$ cat src/hdl/zrpd_fifo.sv
module zrpd_fifo #(
    parameter int WIDTH = 8,
    parameter int DEPTH = 4
) (
    input  logic                       i_clk,
    input  logic                       i_rst_n,
    input  logic                       i_push,
    input  logic [WIDTH-1:0]           i_wdata,
    input  logic                       i_pop,
    output logic [WIDTH-1:0]           o_rdata,
    output logic                       o_empty,
    output logic                       o_full,
    output logic [$clog2(DEPTH+1)-1:0] o_count
);

    localparam int PW = $clog2(DEPTH);
    localparam int CW = $clog2(DEPTH + 1);
    localparam logic [PW-1:0] LAST_PTR = PW'(DEPTH - 1);

    logic [WIDTH-1:0] r_mem [DEPTH];
    logic [PW-1:0]    r_wptr, r_rptr;
    logic [CW-1:0]    r_count;
    logic             wr, rd;

    assign wr = i_push && !o_full;
    assign rd = i_pop && !o_empty;

    // storage, no reset on payload
    always_ff @(posedge i_clk) begin
        if (wr) begin
            r_mem[r_wptr] <= i_wdata;
        end
    end

    // pointers and fill count
    always_ff @(posedge i_clk) begin
        if (!i_rst_n) begin
            r_wptr  <= '0;
            r_rptr  <= '0;
            r_count <= '0;
        end else begin
            if (wr) begin
                r_wptr <= (r_wptr == LAST_PTR) ? '0 : r_wptr + 1'b1;
            end
            if (rd) begin
                r_rptr <= (r_rptr == LAST_PTR) ? '0 : r_rptr + 1'b1;
            end
            if (wr && !rd) begin
                r_count <= r_count + 1'b1;
            end else if (rd && !wr) begin
                r_count <= r_count - 1'b1;
            end
        end
    end

    assign o_rdata = r_mem[r_rptr];
    assign o_empty = (r_count == '0);
    assign o_full  = (r_count == CW'(DEPTH));
    assign o_count = r_count;

endmodule

$ cat config.mk
export PLATFORM = sky130hd
export DESIGN_NAME = zrpd_fifo
export DESIGN_NICKNAME = d
export VERILOG_FILES = /design/src/hdl/zrpd_fifo.sv
export SDC_FILE = /design/constraint.sdc
export NUM_CORES = 1
export LEC_CHECK = 0
export BUFFER_PORTS_ARGS = -buffer_cell sky130_fd_sc_hd__buf_2
export CAP_MARGIN = 40
export CORE_UTILIZATION = 52
export CTS_CLUSTER_SIZE = 30
export DETAILED_ROUTE_END_ITERATION = 7
export PLACE_DENSITY = 0.79
export SYNTH_ARGS = -nofsm -noshare
export SYNTH_HDL_FRONTEND = slang
export SYNTH_SLANG_ARGS = --single-unit
export TNS_END_PERCENT = 1
$ cat constraint.sdc
create_clock -name i_clk -period 3 [get_ports i_clk]
set_clock_uncertainty 0.05 [all_clocks]
set_input_delay 0.15 -clock i_clk [delete_from_list [all_inputs] [get_ports i_clk]]
set_output_delay 0.15 -clock i_clk [all_outputs]
set_load 0.05 [all_outputs]
# After elaboration in Yosys (flattened, before gate mapping)
# Memories as Yosys holds them, arrays and structs flattened. A register that Yosys moved wholly into a read port is not among the register bits.
# Index checks and enable logic that the tools add are counted.
[word_totals]
regBits = 7
latch_bits = 0
ram_bits = 32
romBits = 0
in_bits = 12
output_inout_bits = 13
memories = 1
[mem_list]
columns = ["name", "depth", "width", "read_ports", "rd_ports_with_merged_regs", "wr", "line", "source"]
rows = [
  ["r_mem", 4, 8, 1, 1, 1, "20", "logic [WIDTH-1:0] r_mem [DEPTH];"],
]
[classes]
addsub = 4
n_mul = 0
div = 0
magnitude_cmp = 0
n_eq_ne = 3
shift = 0
mux = 8
bitwise = 0
n_reduce_logical = 10
[op_table]
columns = ["op", "n"]
rows = [
  ["two-way mux 2 bit", 4],
  ["two-way mux 3 bit", 2],
  ["adder 2 x 1 -> 2 bit (second input constant)", 2],
  ["== test 2 bit (second input constant)", 2],
  ["logical AND 1 bit", 4],
  ["zero test 1 bit", 4],
  ["adder 3 x 1 -> 3 bit (second input constant)", 1],
  ["== test 3 bit (second input constant)", 1],
  ["zero test 3 bit", 1],
  ["subtractor 3 x 1 -> 3 bit (second input constant)", 1],
  ["two-way mux 1 bit", 2],
  ["nonzero test 2 bit", 1],
]

# Longest topological paths before layout
# Gate-level depths: netlist of the first run.
[logic_depth]
depth_word = 7
mapped_depth = 9
ltp_nobuf = 8

# Worst setup path before layout of the first run
# Ideal clock, no wire load.
[synth_timing]
path_kind = "register to register"
from = "register r_count[2], in the netlist o_count[2]"
to = "register r_count[2], in the netlist o_count[2]"
arrival_ns = 2.660
t_required_ns = 2.874
path_slack_ns = 0.215
path_stages_with_launch = 10
synth_period_minus_slack_ns = 2.785
cell_sequence = "dfxtp_1 -> nor3b_2 -> nor2b_1 -> buf_2 -> ha_1 -> inv_1 -> fa_1 -> xor2_1 -> or3_1 -> a21boi_0"
[synth_between]
elab_chain_cells = 6
[synth_rtl]
columns = ["item", "line", "source"]
rows = [
  ["start: declaration", "22", "logic [CW-1:0] r_count;"],
  ["start signal: assignment", "49", "r_count <= r_count + 1'b1;"],
  ["start signal: assignment", "51", "r_count <= r_count - 1'b1;"],
  ["== test 3 bit *", "58", "assign o_full = (r_count == CW'(DEPTH));"],
  ["net o_full", "12", "output logic o_full,"],
  ["zero test 1 bit *", "25", "assign wr = i_push && !o_full;"],
  ["logical AND 1 bit *", "25", ""],
  ["net wr", "23", "logic wr, rd;"],
  ["zero test 1 bit", "50", "end else if (rd && !wr) begin"],
  ["logical AND 1 bit", "50", ""],
  ["nonzero test 2 bit (no source line)", "n/a", ""],
]
# Mark *: on every way through the listed nets, which the timed path passes. The rest lies on a longest branch. The select of a mux whose other input is x is not followed.
# A chain may end at the register's enable or synchronous reset.

# Worst setup path in the final report of the first run
[layout_timing]
from = "register r_count[0], in the netlist o_count[0]"
to = "register r_count[2], in the netlist o_count[2]"
[layout_between]
elab_chain_cells = 6
[layout_rtl]
columns = ["item"]
rows = [
  ["branches (longest 6 deep; another with subtractor 3 x 1 -> 3 bit)"],
]
# Several ways; the timed one is not identified. The select of a mux whose other input is x is not followed.

==> results_dict.tcl, run 1 <==
set metrics [dict create \
    grt_pass1_vias 898 \
    wire_per_inst_um 15.8 \
    critPathTopFamily "simple AND/OR/NAND/NOR gates" \
    clkLatencyLatePin_ns 0.33 \
    routed_wl_um 2530 \
    pre_cts_ws_ns 0.550 \
    coreArea_mm2 0.00285 \
    cts_resized 0 \
    postSynthCellCount 93 \
    syn_area_mm2 0.00163 \
    yosysMostFrequentCell "edfxtp_1" \
    die_w_um 58.0 \
    period_share_pct 82.6 \
    area_growth_pct 16.7 \
    dp_hpwl_um 1740 \
    hold_ws_ns 0.0976 \
    ys_top_cells_by_area "edfxtp_1, dfxtp_1, mux4_2" \
    ys.flop_type "edfxtp_1" \
    die_area_mm2 0.00336 \
    nets 147 \
    required_ns 3.21 \
    num_rows 19 \
    ys_seq_area_share_pct 70.0 \
    ios 25 \
    num_vias 866 \
    final-seq-area_mm2 0.00114 \
    yosysTopAreaCellShare_pct 58.9 \
    critPathMaxStageDelay_ns 0.48 \
    start_util_pct 57.1 \
    setup_viol 0 \
    firstDrtPassIters 6 \
    relSlewSlack_pct 62.4 \
    final.min_clock_period_ns 2.48 \
    track_usage_pct 17.5 \
    grt_max_degree 13 \
    worstSetupPathType "reg -> reg" \
    drc 2 \
    drive_gt1_share_pct 31.0 \
    num-fill-cells 202 \
    cts_root_buf "clkbuf_4" \
    grt_first_pass_wirelength_um 4080 \
    overflow 0 \
    maxSlewViolCount 0 \
    fmax_mhz 404 \
    multi_input_area_um2 460 \
    placed_area_mm2 0.00177 \
    rrSetupSlack_ns 0.52 \
    synth_cell_types 23 \
    critPathCaptureType "flip-flop" \
    synthTopCellsByCount "edfxtp_1, dfxtp_1, mux4_2, ha_1, nand2_1" \
    drt-vias-per-instance 5.41 \
    tns_ns 0 \
    avgSynthCellArea_um2 17.5 \
    cts_sinks 41 \
    tritoncts "built" \
    post-cts-setup-buffers 0 \
    ant_nets 0 \
    critPathBufInv 1 \
    run_status "complete, but fails checks" \
    p_leak_nw 0.712 \
    antenna_cells 0 \
    synth_async_sr_flop_share_pct 0 \
    power.density_mw_per_mm2 866 \
    crit_arrival_ns 2.69 \
    cap_violations 0 \
    drt_iter0_markers 17 \
    rsz0062_at_grt "false" \
    chipHeight_um 58.0 \
    io_buffers 24 \
    tightest_slew_ns 0.560 \
    synth_fp_nets 112 \
    critPathSlowestCell "dfxtp_1" \
    hold_buffers 8 \
    finalInstanceArea_mm2 0.00190 \
    ys_ff_latch 41 \
    crit_path_start_kind "flip-flop" \
    path_clk_slew_ns 0.12 \
    fin_ws_ns 0.522 \
    crit_path_cell_trace "nor3b_2 > nor2b_1 > ha_1 > inv_1 > fa_1 > xor2_1 > or3_1 > a21boi_0" \
    hold_viol 0 \
    antenna_found_initial 0 \
    ir_drop_mv 0.742 \
    htreeDepth 2 \
    clockBufferDepth 2 \
    worstHoldPathType "in -> reg" \
    ys.warnings.count 0 \
    gp_congestion 0.697 \
    violations "design-rule violations" \
    synth_top_area_cell "edfxtp_1" \
    cts_buffers 5 \
    synth-edff-count 32 \
    path_max_fanout 7 \
]
[final cells by class]
class,count,share of cell area [%]
clock buffer,6,2.17
clock inverter,2,0.526
inverter,3,0.592
multi-input combinational,45,24.2
sequential,41,60.0
tap,31,2.04
timing repair buffer,32,10.5
[cell families after synthesis]
kind of cell	Yosys count	synth area share, %
AO/OA/AOI/OAI	5	1.84
XOR/XNOR	2	1.07
multiplexers	11	12.9
AND/OR/NAND/NOR	20	6.60
adder cells (fa/ha/maj)	7	5.83
flip-flops	41	70.0
buffers and inverters	7	1.76
[power breakdown]
part | internal, W | total, W | switching [W]
logic | 0.000209 | 0.000615 | 0.000407
registers | 0.000698 | 0.000776 | 0.0000776
clock network | 0.0000895 | 0.000256 | 0.000166
[per-stage QoR]
step	util, %	total power, W	instances
floorplan	-	0.00127	93
global placement	62.1	0.00138	144
detailed placement	62.1	0.00140	144
CTS	66.7	0.00166	160
global route	66.7	0.00173	160
finish	66.7	0.00165	160
[registers in the layout, indices dropped and copies added (netlist names), named ones only]
name and count:
o_count 3, r_rptr 2, r_mem 32, r_wptr 2
[routing by layer]
metal / track usage, % / part of all wire (%) / wire length, um / up-vias
li1: - / - / - / 419
met1: 18.8 / 42 / 1060 / 419
met2: 31.2 / 53 / 1340 / 23
met3: 4.02 / 3.6 / 92 / 5
met4: 10.5 / 1.7 / 44 / 0
met5: 0 / 0 / 0 / -
[path summary, 6_finish.rpt]
check                           cells past startpoint          to       start
worst max-delay path                                8  o_count[2]  o_count[0]
worst min-delay path                                2  o_count[1]     i_rst_n
worst max register to register                      8  o_count[2]  o_count[0]
worst min register to register                      2   r_wptr[0]   r_wptr[0]
[layout by cell type, fill, tap and decap left out]
cell type      netlist  layout
o31ai_1              1       1
or3_1                1       1
edfxtp_1            32      32
clkinv_2             0       2
nor2_1               2       2
mux4_2               8       8
xnor2_1              1       1
and2_1               5       5
clkbuf_4             0       5
nand2_1              6       6
dfxtp_1              9       9
clkbuf_1             1       1
ha_1                 6       6
nor3_1               1       1
xor2_1               1       1
nand3_1              2       2
fa_1                 1       1
mux2i_1              3       3
nor3b_2              1       1
dlygate4sd3_1        0       8
a21boi_0             1       1
buf_2                2      24
o21ai_0              3       3
nor2b_1              2       2
inv_1                3       3
(Power assumes the default switching activity.)
==> run 2, diff against run 1 <==
ABC_AREA = 1   (was unset)
CORE_UTILIZATION = 50   (was 52)
clock period = 2.02 ns   (was 3 ns; I/O delays follow)
==> results_dict.tcl, run 2 <==
set metrics [dict create \
    p_seq_share_pct 40.1 \
    antenna_found_initial 0 \
    path_max_fanout 7 \
    largest_reg_flops 32 \
    htreeDepth 2 \
    post-cts-setup-buffers 0 \
    critPathCaptureType "flip-flop" \
    ys.warnings.count 0 \
    power.density_mw_per_mm2 1410 \
    chipHeight_um 60.2 \
    path_clk_slew_ns 0.11 \
    ant_nets 0 \
    postSynthCellCount 148 \
    num_vias 1198 \
    synth-edff-count 32 \
    clkLatencyLatePin_ns 0.35 \
    final.min_clock_period_ns 1.87 \
    fmax_mhz 534 \
    worstSetupPathType "reg -> reg" \
    ir_drop_mv 0.906 \
    synth_top_area_cell "edfxtp_1" \
    routed_wl_um 3190 \
    rsz0062_at_grt "false" \
    dp_hpwl_um 2110 \
    nets 211 \
    cts_sinks 41 \
    cts_buffers 5 \
    num_rows 20 \
    relSlewSlack_pct 78.0 \
    area_growth_pct 21.5 \
    layout_common_cells "nor2_1, edfxtp_1, buf_2" \
    run_status "finished, final reports clean" \
    start_util_pct 54.1 \
    die_area_mm2 0.00362 \
    synthTopCellsByCount "nor2_1, edfxtp_1, inv_1, nand2_1, o21ai_0" \
    grt_pass1_vias 1223 \
    track_usage_pct 20.6 \
    hold_viol 0 \
    syn_area_mm2 0.00169 \
    finalPower_w 0.00290 \
    required_ns 2.23 \
    tritoncts "built" \
    ys_seq_area_share_pct 67.4 \
    clockBufferDepth 2 \
    combPwrFrac_pct 45.7 \
    worstHoldPathType "in -> reg" \
    synth_async_sr_flop_share_pct 0 \
    ys_top_cells_by_area "edfxtp_1, dfxtp_1, nor2_1" \
    p_sw_w 0.00132 \
    cap_violations 0 \
    die_w_um 60.2 \
    antenna_cells 0 \
    period_share_pct 92.8 \
    drive_gt1_share_pct 23.3 \
    grt_max_degree 17 \
    io_buffers 24 \
    ys_ff_latch 41 \
    largest-register "r_mem" \
    power.share.clock_pct 14.3 \
    placed_area_mm2 0.00189 \
    cts_root_buf "clkbuf_4" \
    yosysTopAreaCellShare_pct 56.8 \
    ios 25 \
    setup_viol 0 \
    switching_share_pct 45.5 \
    gp_congestion 0.739 \
    drt-vias-per-instance 5.05 \
    tns_ns 0 \
    finalInstanceArea_mm2 0.00206 \
    ys.flop_type "edfxtp_1" \
    crit_path_start_kind "flip-flop" \
    coreArea_mm2 0.00313 \
    overflow 0 \
    maxSlewViolCount 0 \
    crit_arrival_ns 2.08 \
    drc 0 \
    synth_cell_types 18 \
    yosysMostFrequentCell "nor2_1" \
    utilization_pct 65.8 \
    drt_iter0_markers 60 \
    p_leak_nw 0.851 \
    synth_fp_nets 167 \
    internal_power_w 0.00158 \
    grt_first_pass_wirelength_um 5070 \
    firstDrtPassIters 4 \
    tightest_slew_ns 0.329 \
    wire_per_inst_um 13.4 \
    avgSynthCellArea_um2 11.4 \
]
run 2: changes by cell type after synthesis, sizes merged, moves of 2 or more:
| cell | change |
|---|---|
| o22ai | +8 |
| a21oi | +2 |
| nor2 | +31 |
| mux4 | -8 |
| nor2b | -2 |
| nand2 | +9 |
| inv | +16 |
| mux2i | -3 |
| o21ai | +15 |
| and2 | -5 |
run 2: final cells by class:
cell class / instances / area [um2]
flip-flops and latches: 41 / 1140
fillers: 261 / 1070
multi-input cells: 86 / 470
repair buffers: 39 / 258
inverters: 19 / 71.3
clock buffers: 8 / 58.8
well taps: 44 / 55.1
run 2: worst paths after layout:
kind / start / endpoint / slack, ns / cells past startpoint
setup reg to reg: o_count[1] / o_count[1] / 0.15 / 9
setup / recovery: o_count[1] / o_count[1] / 0.15 / 9
hold reg to reg: o_count[0] / o_count[0] / 0.48 / 2
hold / removal: i_pop / flip-flop / 0.06 / 4
run 2: kinds of logic after synthesis:
logic type / synth area share (%)
flops: 67.4
buf+inv: 5.54
fa+ha+maj: 5.62
compound gates: 9.53
simple gates: 11.9
run 2: through the flow:
step / setup WS, ns / cells / hold WS, ns
finish: 0.146 / 237 / 0.0582
global route: 0.00210 / 237 / 0.0807
CTS: 0.0553 / 237 / 0.0987
detailed placement: 0.0965 / 219 / 0.266
global placement: 0.194 / 219 / 0.265
floorplan: -0.0356 / 148 / 0.150
run 2: power groups by stage:
stage | Sequential, W | Clock [W] | Combinational, W
floorplan | 0.00125 | 0 | 0.000910
global placement | 0.00116 | 0 | 0.00124
detailed placement | 0.00118 | 0 | 0.00128
CTS | 0.00116 | 0.000417 | 0.00131
global route | 0.00118 | 0.000452 | 0.00144
finish | 0.00116 | 0.000413 | 0.00132
run 2: critical path, cell delays in order (launching register included):
cell     delay [ns]
dfxtp_2        0.37
nor2_2         0.15
nand2_2        0.11
nand2_4        0.11
inv_1          0.05
ha_1           0.20
inv_1          0.09
fa_1           0.43
o21ai_0        0.17
nor2_1         0.05
run 2: repair_timing:
item | CTS | global route
resized for setup | 0 | 4
hold buffers | 10 | 0
endpoints found under the setup margin | 0 | 2
hold endpoints to repair | 41 | 0
run 2: layer usage:
layer	vias to the layer above	routed length, um	part of all wire [%]	track usage (%)
li1	589	-	-	-
met1	569	1320	41	22.2
met2	31	1670	52	35.6
met3	9	127	4.0	5.84
met4	0	77	2.4	12.0
met5	-	0	0	0
