File: config.mk
export PLATFORM = sky130hd
export DESIGN_NAME = zrpd_front
export DESIGN_NICKNAME = d
export VERILOG_FILES = /design/src/hdl/zrpd_pkg.sv /design/src/hdl/zrpd_front.sv
export SDC_FILE = /design/constraint.sdc
export NUM_CORES = 1
export LEC_CHECK = 0
export BUFFER_PORTS_ARGS = -buffer_cell sky130_fd_sc_hd__buf_2
export CORE_UTILIZATION = 55
export CTS_CLUSTER_SIZE = 24
export DETAILED_ROUTE_END_ITERATION = 8
export MAX_ROUTING_LAYER = met4
export PLACE_DENSITY = 0.77
export RECOVER_POWER = 50
export SLEW_MARGIN = 10
export SYNTH_ARGS = -nofsm -noshare
export SYNTH_HDL_FRONTEND = slang
export SYNTH_SLANG_ARGS = --single-unit
File: constraint.sdc
create_clock -name i_clk -period 7.5 [get_ports i_clk]
set_input_delay 1.5 -clock i_clk [delete_from_list [all_inputs] [get_ports i_clk]]
set_output_delay 1.5 -clock i_clk [all_outputs]
set_load 0.005 [all_outputs]
File: src/hdl/zrpd_pkg.sv
package zrpd_pkg;

    // input item function codes
    localparam logic [1:0] FUNC_PAL_WR = 2'd0;
    localparam logic [1:0] FUNC_BYTE   = 2'd1;
    localparam logic [1:0] FUNC_START  = 2'd2;

    // configuration register indexes
    localparam int CFG_ADDR_W = 2;
    localparam logic [CFG_ADDR_W-1:0] CFG_WIDTH  = 2'd0;
    localparam logic [CFG_ADDR_W-1:0] CFG_HEIGHT = 2'd1;

    localparam logic [31:0] OPAQUE_ALPHA = 32'hFF00_0000;

    // work handed from front to back
    typedef enum logic [1:0] {
        CMD_PAL_WR,
        CMD_PIXEL,
        CMD_RUN
    } t_cmd_kind;

    typedef struct packed {
        t_cmd_kind   kind;
        logic [7:0]  idx;     // palette index (write or lookup)
        logic [23:0] color;   // palette write data
        logic [7:0]  run;     // transparent run length
        logic        last;    // fills final pixel
    } t_cmd;

    typedef struct packed {
        logic [31:0] argb;
        logic [7:0]  color_index;
        logic [7:0]  repeat_res;
        logic        last_of_image;
    } t_result;

endpackage

File: src/hdl/zrpd_front.sv
module zrpd_front
    import zrpd_pkg::*;
(
    input  logic                  i_clk,
    input  logic                  i_rst_n,
    // configuration
    input  logic                  i_cfg_valid,
    input  logic [CFG_ADDR_W-1:0] i_cfg_addr,
    input  logic [15:0]           i_cfg_data,
    // input beats
    input  logic                  i_accept,
    input  logic [1:0]            i_func,
    input  logic [7:0]            i_data_byte,
    input  logic [7:0]            i_pal_index,
    input  logic [23:0]           i_pal_color,
    // to command queue
    input  logic                  i_cmd_full,
    output logic                  o_cmd_push,
    output t_cmd                  o_cmd
);

    logic [15:0] r_width, r_height;
    logic [31:0] r_pixels_left, n_pixels_left;
    logic        r_expect, n_expect;
    logic [7:0]  run_req;
    logic        run_clip;

    // configuration registers, used at the next start
    always_ff @(posedge i_clk) begin
        if (!i_rst_n) begin
            r_width  <= 16'd1;
            r_height <= 16'd1;
        end else if (i_cfg_valid) begin
            if (i_cfg_addr == CFG_WIDTH) begin
                r_width <= i_cfg_data;
            end else if (i_cfg_addr == CFG_HEIGHT) begin
                r_height <= i_cfg_data;
            end
        end
    end

    // zero count means one pixel; clip to what is left
    assign run_req  = (i_data_byte == 8'd0) ? 8'd1 : i_data_byte;
    assign run_clip = ({24'd0, run_req} >= r_pixels_left);

    // classify the beat
    always_comb begin
        n_pixels_left = r_pixels_left;
        n_expect      = r_expect;
        o_cmd_push    = 1'b0;
        o_cmd.kind    = CMD_PAL_WR;
        o_cmd.idx     = i_pal_index;
        o_cmd.color   = i_pal_color;
        o_cmd.run     = run_req;
        o_cmd.last    = 1'b0;
        if (i_accept) begin
            unique case (i_func)
                FUNC_PAL_WR: begin
                    o_cmd_push = 1'b1;
                end
                FUNC_START: begin
                    n_pixels_left = {16'd0, r_width} * {16'd0, r_height};
                    n_expect      = 1'b0;
                end
                FUNC_BYTE: begin
                    if (r_pixels_left != 32'd0) begin
                        if (r_expect) begin
                            n_expect   = 1'b0;
                            o_cmd_push = 1'b1;
                            o_cmd.kind = CMD_RUN;
                            if (run_clip) begin
                                o_cmd.run     = r_pixels_left[7:0];
                                o_cmd.last    = 1'b1;
                                n_pixels_left = 32'd0;
                            end else begin
                                n_pixels_left = r_pixels_left - {24'd0, run_req};
                            end
                        end else if (i_data_byte == 8'd0) begin
                            n_expect = 1'b1;
                        end else begin
                            o_cmd_push    = 1'b1;
                            o_cmd.kind    = CMD_PIXEL;
                            o_cmd.idx     = i_data_byte;
                            o_cmd.last    = (r_pixels_left == 32'd1);
                            n_pixels_left = r_pixels_left - 32'd1;
                        end
                    end
                end
                default: begin
                    // unused function code: ignored
                end
            endcase
        end
    end

    always_ff @(posedge i_clk) begin
        if (!i_rst_n) begin
            r_pixels_left <= 32'd0;
            r_expect      <= 1'b0;
        end else begin
            r_pixels_left <= n_pixels_left;
            r_expect      <= n_expect;
        end
    end

`ifndef NO_ASSERTIONS
    // pixel count only grows at a start beat
    a_left_monotone: assert property (@(posedge i_clk) disable iff (!i_rst_n)
        !(i_accept && i_func == FUNC_START) |=> r_pixels_left <= $past(r_pixels_left))
        else $error("pixel count grew without start");

    // no command is produced into a full queue
    a_no_push_full: assert property (@(posedge i_clk) disable iff (!i_rst_n)
        o_cmd_push |-> !i_cmd_full)
        else $error("command pushed into full queue");

    // a last-of-image command leaves the image complete
    a_last_done: assert property (@(posedge i_clk) disable iff (!i_rst_n)
        (o_cmd_push && o_cmd.kind != CMD_PAL_WR && o_cmd.last) |=> r_pixels_left == 32'd0)
        else $error("last pixel issued with pixels left");
`endif

endmodule

# Word level (Yosys, flattened, before mapping)
# Cells that the tools add are included.
[classes] n_addsub=2 multipliers=1 magnitude_cmp=1 eq_ne=6 mux=28 bitwise_logic=1 n_reduce_logical=9
[ops] cell="$mux W32" n=4
[ops] cell="$pmux W32 S2" n=1
[ops] cell="$mux W9" n=5
[ops] cell="$eq A32 B1 Y1 const B" n=1
[ops] cell="$ge A8 B32 Y1" n=1
[ops] cell="$mul A16 B16 Y32" n=1
[ops] cell="$reduce_bool A32 Y1" n=1
[ops] cell="$sub A32 B1 Y32 const B" n=1
[ops] cell="$sub A32 B8 Y32" n=1
[ops] cell="$mux W10" n=3
[ops] cell="$mux W8" n=3
[ops] cell="$mux W1" n=9
[ops] cell="$logic_not A8 Y1" n=1
[ops] cell="$reduce_and A3 Y1" n=2
[ops] cell="$eq A2 B1 Y1 const B" n=2
[ops] cell="$logic_not A2 Y1" n=2
[ops] cell="$pmux W1 S2" n=2
[ops] cell="$reduce_and A4 Y1" n=1
[ops] cell="$ne A3 B3 Y1 const B" n=1
[ops] cell="$eq A2 B2 Y1 const B" n=1
[ops] cell="$mux W2" n=1
[ops] cell="$ne A2 B2 Y1 const B" n=1
[ops] cell="$reduce_and A2 Y1" n=1
[ops] cell="$reduce_bool A2 Y1" n=1
[ops] cell="$not A1 Y1" n=1
[word_totals] register_bits=65 out_inout_bits=44 wordCells=52

# Depth between registers and ports, before layout
# Gate-level depths: netlist of the first run.
[depth] depth_word=8 ltp_mapped=24

# Least setup slack after synthesis of the first run
# OpenSTA, ideal clock, no wires.
[synth_timing] path_type="register to register" from="reg r_width[10]" to="reg r_pixels_left[25]" setup_ps=120 arrival_time_ps=6309 t_required_ps=7380 path_slack_ps=1071 path_stages_with_launch=22 n_path_buf=1 synth_period_minus_slack_ps=6429 path_cell_list="dfxtp_1 clkbuf_1 nand2_1 fa_1 fa_1 fa_1 fa_1 inv_1 fa_1 inv_1 fa_1 inv_1 ha_1 and3_1 and3_1 a211oi_1 o31ai_1 or4b_2 a311oi_1 xnor2_1 a22oi_1 a21oi_1"
[synth_between] elab_chain_len=2
[synth_rtl] element="from (decl)" line="zrpd_front.sv:22" text="logic [15:0] r_width, r_height;"
[synth_rtl] element="from (signal assigned)" line="zrpd_front.sv:35" text="r_width <= i_cfg_data;"
[synth_rtl] element="$mul A16 B16 Y32" line="zrpd_front.sv:62" text="n_pixels_left = {16'd0, r_width} * {16'd0, r_height};"
[synth_rtl] element="$pmux W32 S2" line="zrpd_front.sv:57" text="unique case (i_func)"
[synth_rtl] element="to (signal assigned)" line="zrpd_front.sv:101" text="r_pixels_left <= n_pixels_left;"
[synth_rtl] element="to (decl)" line="zrpd_front.sv:23" text="logic [31:0] r_pixels_left, n_pixels_left;"
# Every way passes these cells.
# A chain may end at the register's enable or synchronous reset.

# Final worst setup path of the first run
[layout_timing] from="reg r_width[8]" to="reg r_pixels_left[25]"
# The elaborated chain is that of the path after synthesis.

==> metrics.cfg, run 1 <==
[status]
outcome=complete, no violations

[floorplan]
die_area_um2=24500
coreArea_um2=23500
start_util_pct=56.0
ioPinCount=109
floorplan.rows=56
chipHeight_um=157
die_w_um=157

[worst_setup_path]
end_kind=register
crit_required_ns=7.71
worstSetupPathType=reg2reg
crit_path_max_fanout=12
worst_setup_path_start_kind=register
arrival_ns=7.20

[pwr]
seq_power_share_pct=31.7
p_clk_share_pct=36.4
internal-power_mw=0.807
peakVddDrop_mv=0.0859
p_comb_share_pct=31.9
p_switching_mw=0.466
power_density_nw_per_um2=91.6
leakage_nw=6.81
sw_frac_of_total_pct=36.6

[timing]
fin_skew_ns=0.0128
tightest_slew_ns=0.916
tns_ns=0
drv_slew=0
hold_violations=0
max_freq_ghz=0.143
hold_slack_ns=0.522
grt_setup_unrepaired=no
period_needed_ns=6.98
finalSetupViolations=0
fin_crit_sh_pct=93.1
relSlewSlack_pct=38.4

[routing]
post_drt_wl_per_cell_um=17.1
dr_total_vias=11285
drt_iter0_markers=829
remaining_drc_errors=0
via_per_inst=5.80
wl_um=33300
postRouteAntennaNets=0
drt_first_pass_iters=5

[global_route]
grt_overflow_total=0
first_global_vias=11441
grt_pass1_wl_um=56300
grt_antenna_before_repair=0
grt_max_degree=71
grt_usage_pct=30.1

[yosys]
synthXorXnorAreaFrac_pct=2.73
synth_cell_type_count=69
synth_top_family_by_area=adder cells
synth_edf_count=0
synth_seq_cells=65
synth_mux_area_share_pct=0.314
synthSimpleGateAreaFrac_pct=20.5
netlist_area_um2=13100
synth_ff_type=dfxtp_1
yosys_warnings=0
yosysSeqAreaShare_pct=9.90
synthAdderAreaFrac_pct=40.5
netlist_top_cells_count=nand2_1 (276), inv_1 (243), fa_1 (195)
synth_most_common_cell=nand2_1
synth_compound_area_share_pct=15.1
synth_area_leaders=fa_1 (30%), ha_1 (11%), dfxtp_1 (9.9%)
async_flop_share_pct=0
postSynthAreaPerCell_um2=8.09
synth_cells=1626
synth_area_leader_cell=fa_1
synthesis.nets=2000
post-synth-top-area-fraction_pct=29.7

[cts]
clock_path_buffers=2
cts_buffers=9
clk_latency_ns=0.35
cts.clk_slew.worst_paths_ns=0.06
cts_tree=done
cts-root-buf=clkbuf_16
htree_levels=3
clock_sinks=65
hold_buffers=0
postCtsSetupBuffers=0
cts.repair.resized=0

[run]
cap_violations=0

[placement]
globalplace.congestion=0.959
port-buffer-count=59
dp_hpwl_um=26100

[finish]
area_growth_pct=5.67
fillers=2083
layout.nets=1997
layout-drive-gt1-share_pct=7.37
diodes=0

[min_path]
hold_class=reg2reg

-- flip-flops by register name, summed over array words and instances, names as in the netlist --
signal and flops:
r_width 16, r_height 16, r_expect 1, r_pixels_left 32
-- final timing paths --
path / start / to / slack, ns / cells past startpoint
setup / recovery: r_width[8] / r_pixels_left[25] / 0.52 / 20
hold / removal: r_pixels_left[31] / r_pixels_left[31] / 0.52 / 1
setup reg to reg: r_width[8] / r_pixels_left[25] / 0.52 / 20
hold reg to reg: r_pixels_left[31] / r_pixels_left[31] / 0.52 / 1
-- routing by layer --
metal  up-vias  GRT usage (%)  routed length [um]  share of wire (%)
li1       5238              -                   -                  -
met2       582           49.4               15900                 48
met3        76           5.12                2890                8.7
met5         -              -                   0                  0
met1      5389           37.7               13600                 41
met4         0           9.80                 872                2.6
-- power groups by stage --
stage / clock network [mW] / logic [mW] / registers, mW
final: 0.463 / 0.406 / 0.404
after global routing: 0.484 / 0.450 / 0.407
after CTS: 0.469 / 0.400 / 0.402
after detailed placement: 0 / 0.396 / 0.409
after global placement: 0 / 0.389 / 0.409
after floorplan: 0 / 0.310 / 0.387
-- logic make-up after synthesis --
family / count (synthesis)
mux: 4
fa+ha+maj: 309
buf+inv: 350
xor+xnor: 41
simple gates: 558
flops: 65
compound gates: 299
-- layout by cell type (no fill, tap or decap), types with 12 or more instances in the layout --
cell type  synthesis  final
dfxtp_1           65     64
nand2_1          276    276
o21ai_0           53     53
xor2_1            13     13
nor3_1            23     23
a21boi_0          31     31
buf_4             24     34
ha_1             114    114
buf_2              6     57
inv_1            243    243
a21oi_1           65     65
xnor2_1           28     28
and2_1           122    122
o21ai_1           13     13
a21o_1            22     22
nand3_1           25     25
a31oi_1           12     12
fa_1             195    195
o211ai_1          13     13
nor2_1            43     43
-- cell type report --
type / instances / area (um^2) / share of cell area [%]
clock buffer: 10 / 229 / 1.65
clock inverter: 6 / 82.6 / 0.594
inverter: 243 / 912 / 6.56
multi-input combinational: 1211 / 10400 / 75.0
sequential: 65 / 1300 / 9.37
tap: 319 / 399 / 2.87
timing repair buffer: 93 / 548 / 3.94
-- worst max-delay path, cell delays in order, from the launching register on --
cell      delay, ns
dfxtp_1        0.73
nand2_1        0.17
fa_1           0.54
fa_1           0.49
fa_1           0.53
fa_1           0.56
inv_1          0.05
fa_1           0.48
inv_1          0.05
fa_1           0.48
inv_1          0.04
ha_1           0.33
and3_1         0.21
and3_1         0.18
a211oi_1       0.45
o31ai_1        0.18
or4b_2         0.70
a311oi_1       0.31
xnor2_1        0.11
a22oi_1        0.18
a21oi_1        0.08
-- stage by stage --
step / power [mW] / worst slack [ns] / std cells / area (um^2) / utilization [%]
3_5_place_dp: 0.805 / 0.644 / 1931 / 13600 / 57.9
5_1_grt: 1.34 / 0.304 / 1947 / 13900 / 59.2
4_1_cts: 1.27 / 0.545 / 1947 / 13900 / 59.2
2_1_floorplan: 0.696 / 1.07 / 1626 / 13100 / -
6_report: 1.27 / 0.515 / 1947 / 13900 / 59.2
3_3_place_gp: 0.797 / 0.656 / 1931 / 13600 / 57.9
Note: power is estimated with default switching activity, not from simulation.
==> run 2, diff against run 1 <==
==> constraint.sdc (replaced) <==
create_clock -name i_clk -period 6.76 [get_ports i_clk]
set_input_delay 1.352 -clock i_clk [delete_from_list [all_inputs] [get_ports i_clk]]
set_output_delay 1.352 -clock i_clk [all_outputs]
set_load 0.005 [all_outputs]
==> run 2 against run 1 <==
Net effect: final cell count is 0.56% higher; utilization up 0.42 points; maximum frequency is 7.2% higher; sequential share of layout area barely moved; clock skew about the same.
==> metrics.cfg, run 2 (synthesized netlist as in run 1, its figures left out) <==
[timing]
relSlewSlack_pct=32.9  ; -5.6 points
hold_violations=0  ; unchanged
max_freq_ghz=0.153  ; +7.2%
setup_slack_ns=0.242  ; -0.274 ns
tns_ns=0  ; unchanged
tightest_slew_ns=1.00  ; +0.0879 ns
fin_crit_sh_pct=96.4  ; +3.3 points
finalSetupViolations=0  ; unchanged
fin_skew_ns=0.0131  ; +0.000360 ns
drv_slew=0  ; unchanged
period_needed_ns=6.52  ; -0.466 ns
grt_setup_unrepaired=no
hold_slack_ns=0.500  ; -0.0220 ns

[worst_setup_path]
end_kind=register
r2r-end=r_pixels_left[29]
rr_worst_depth=20  ; unchanged
r2r_start=r_height[10]
arrival_ns=6.74  ; -0.46 ns
crit_required_ns=6.99  ; -0.72 ns
reg2reg_slack_ns=0.24  ; -0.27 ns
crit_path_max_fanout=13  ; +1
worst_setup_path_start_kind=register
worstSetupPathType=reg2reg

[floorplan]
coreArea_um2=23500  ; unchanged
chipHeight_um=157  ; unchanged
floorplan.rows=56  ; unchanged
die_area_um2=24500  ; unchanged
die_w_um=157  ; unchanged
start_util_pct=56.0  ; unchanged
ioPinCount=109  ; unchanged

[routing]
via_per_inst=5.75  ; -0.88%
drt_first_pass_iters=5  ; unchanged
postRouteAntennaNets=0  ; unchanged
remaining_drc_errors=0  ; unchanged
drt_iter0_markers=731  ; -12%
dr_total_vias=11249  ; -0.32%
post_drt_wl_per_cell_um=16.6  ; -2.8%
wl_um=32500  ; -2.2%

[finish]
fin_cells=1958  ; +0.56%
regMostFlops=r_pixels_left
layout_common_cells=nand2_1 (276), inv_1 (243), fa_1 (195), and2_1 (122), ha_1 (114)
layout.nets=2008  ; +0.55%
area_growth_pct=6.42
fillers=2046  ; -1.8%
final_cell_area_um2=14000  ; +0.71%
diodes=0  ; unchanged
largest_reg_flops=32  ; unchanged
utilization_pct=59.6  ; +0.42 points
final_common_cell=nand2_1
layout-drive-gt1-share_pct=8.66  ; +1.3 points
top_regs=r_pixels_left x32, r_height x16, r_width x16

[placement]
post_dp_cell_area_um2=13700  ; +0.61%
place_ws_ns=0.156  ; -0.489 ns
dp_hpwl_um=25900  ; -0.65%
port-buffer-count=59  ; unchanged
globalplace.congestion=0.923  ; -3.7%
post-place-cells=1942  ; +0.57%

[pwr]
peakVddDrop_mv=0.111  ; +29%
power_density_nw_per_um2=101  ; +9.7%
leakage_nw=6.87  ; +0.91%
finalPower_mw=1.41  ; +11%

[global_route]
grt_max_degree=71  ; unchanged
grt_antenna_before_repair=0  ; unchanged
first_global_vias=11634  ; +1.7%
grt_pass1_wl_um=56100  ; -0.43%
grt_overflow_total=0  ; unchanged
grt_usage_pct=29.6  ; -0.44 points

[cts]
cts_tree=done
cts_buffers=9  ; unchanged
hold_buffers=0  ; unchanged
clock_path_buffers=2  ; unchanged
clock_sinks=65  ; unchanged
clk_latency_ns=0.36  ; about the same
htree_levels=3  ; unchanged
cts.clk_slew.worst_paths_ns=0.07  ; about the same
cts-root-buf=clkbuf_16

[run]
cap_violations=0  ; unchanged

[status]
outcome=complete, no violations

[min_path]
min_path_cells=2  ; +1
hp-start=r_width[11]
hold_class=reg2reg
whs_endpoint=r_width[11]

## run 2: cell types whose count changed in the layout (fill, tap and decap cells not counted), moves of 2 or more
cell / delta
buf_4: +11
dfxtp_1: -7
dfxtp_2: +7
inv_6: +2
## run 2: critical path: stages (launching register included)
cell and delay [ns]:
dfxtp_1 0.70, nand2_1 0.17, fa_1 0.57, inv_1 0.06
fa_1 0.55, fa_1 0.44, fa_1 0.51, fa_1 0.51
inv_1 0.05, fa_1 0.48, inv_1 0.04, ha_1 0.35
a21o_1 0.22, a221oi_1 0.31, o21bai_1 0.16, a221o_1 0.37
a21oi_2 0.21, nand2b_1 0.16, nor4b_1 0.06, a211oi_1 0.32
a31oi_1 0.13
## run 2: repair_timing
action / in CTS / in global routing
resized for setup: 0 / 10
endpoints found under the hold margin: 0 / 0
endpoints found under the setup margin: 0 / 5
buffers inserted: 0 / 0
## run 2: how the worst max path moves through the flow
stage / start / endpoint / slack (ns) / depth (start not counted)
2_1_floorplan: r_width[10] / r_pixels_left[25] / 0.33 / 21
3_3_place_gp: r_height[2] / r_pixels_left[25] / 0.23 / 20
3_5_place_dp: r_height[1] / r_pixels_left[25] / 0.16 / 20
4_1_cts: r_height[2] / r_pixels_left[25] / 0.13 / 20
5_1_grt: r_width[7] / r_pixels_left[25] / 0.005 / 21
6_report: r_height[10] / r_pixels_left[29] / 0.24 / 20
## run 2: layer usage
metal | vias up | global-route usage (%) | part of all wire, %
li1 | 5273 | - | -
met1 | 5456 | 36.3 | 42
met2 | 440 | 49.8 | 49
met3 | 80 | 4.93 | 6.5
met4 | 0 | 9.66 | 2.2
met5 | - | - | 0
## run 2: layout make-up
type	count	area, um^2	area share (%)
Multi-Input combinational cell	1211	10400	74.6
Sequential cell	65	1310	9.37
Inverter	243	912	6.52
Timing Repair Buffer	104	631	4.51
Tap cell	319	399	2.85
Clock buffer	10	239	1.71
Clock inverter	6	65.1	0.465
## run 2: where the power goes
part           total, mW  switching (mW)  internal, mW
combinational      0.454           0.279         0.175
sequential         0.445          0.0427         0.402
clock              0.508           0.211         0.297
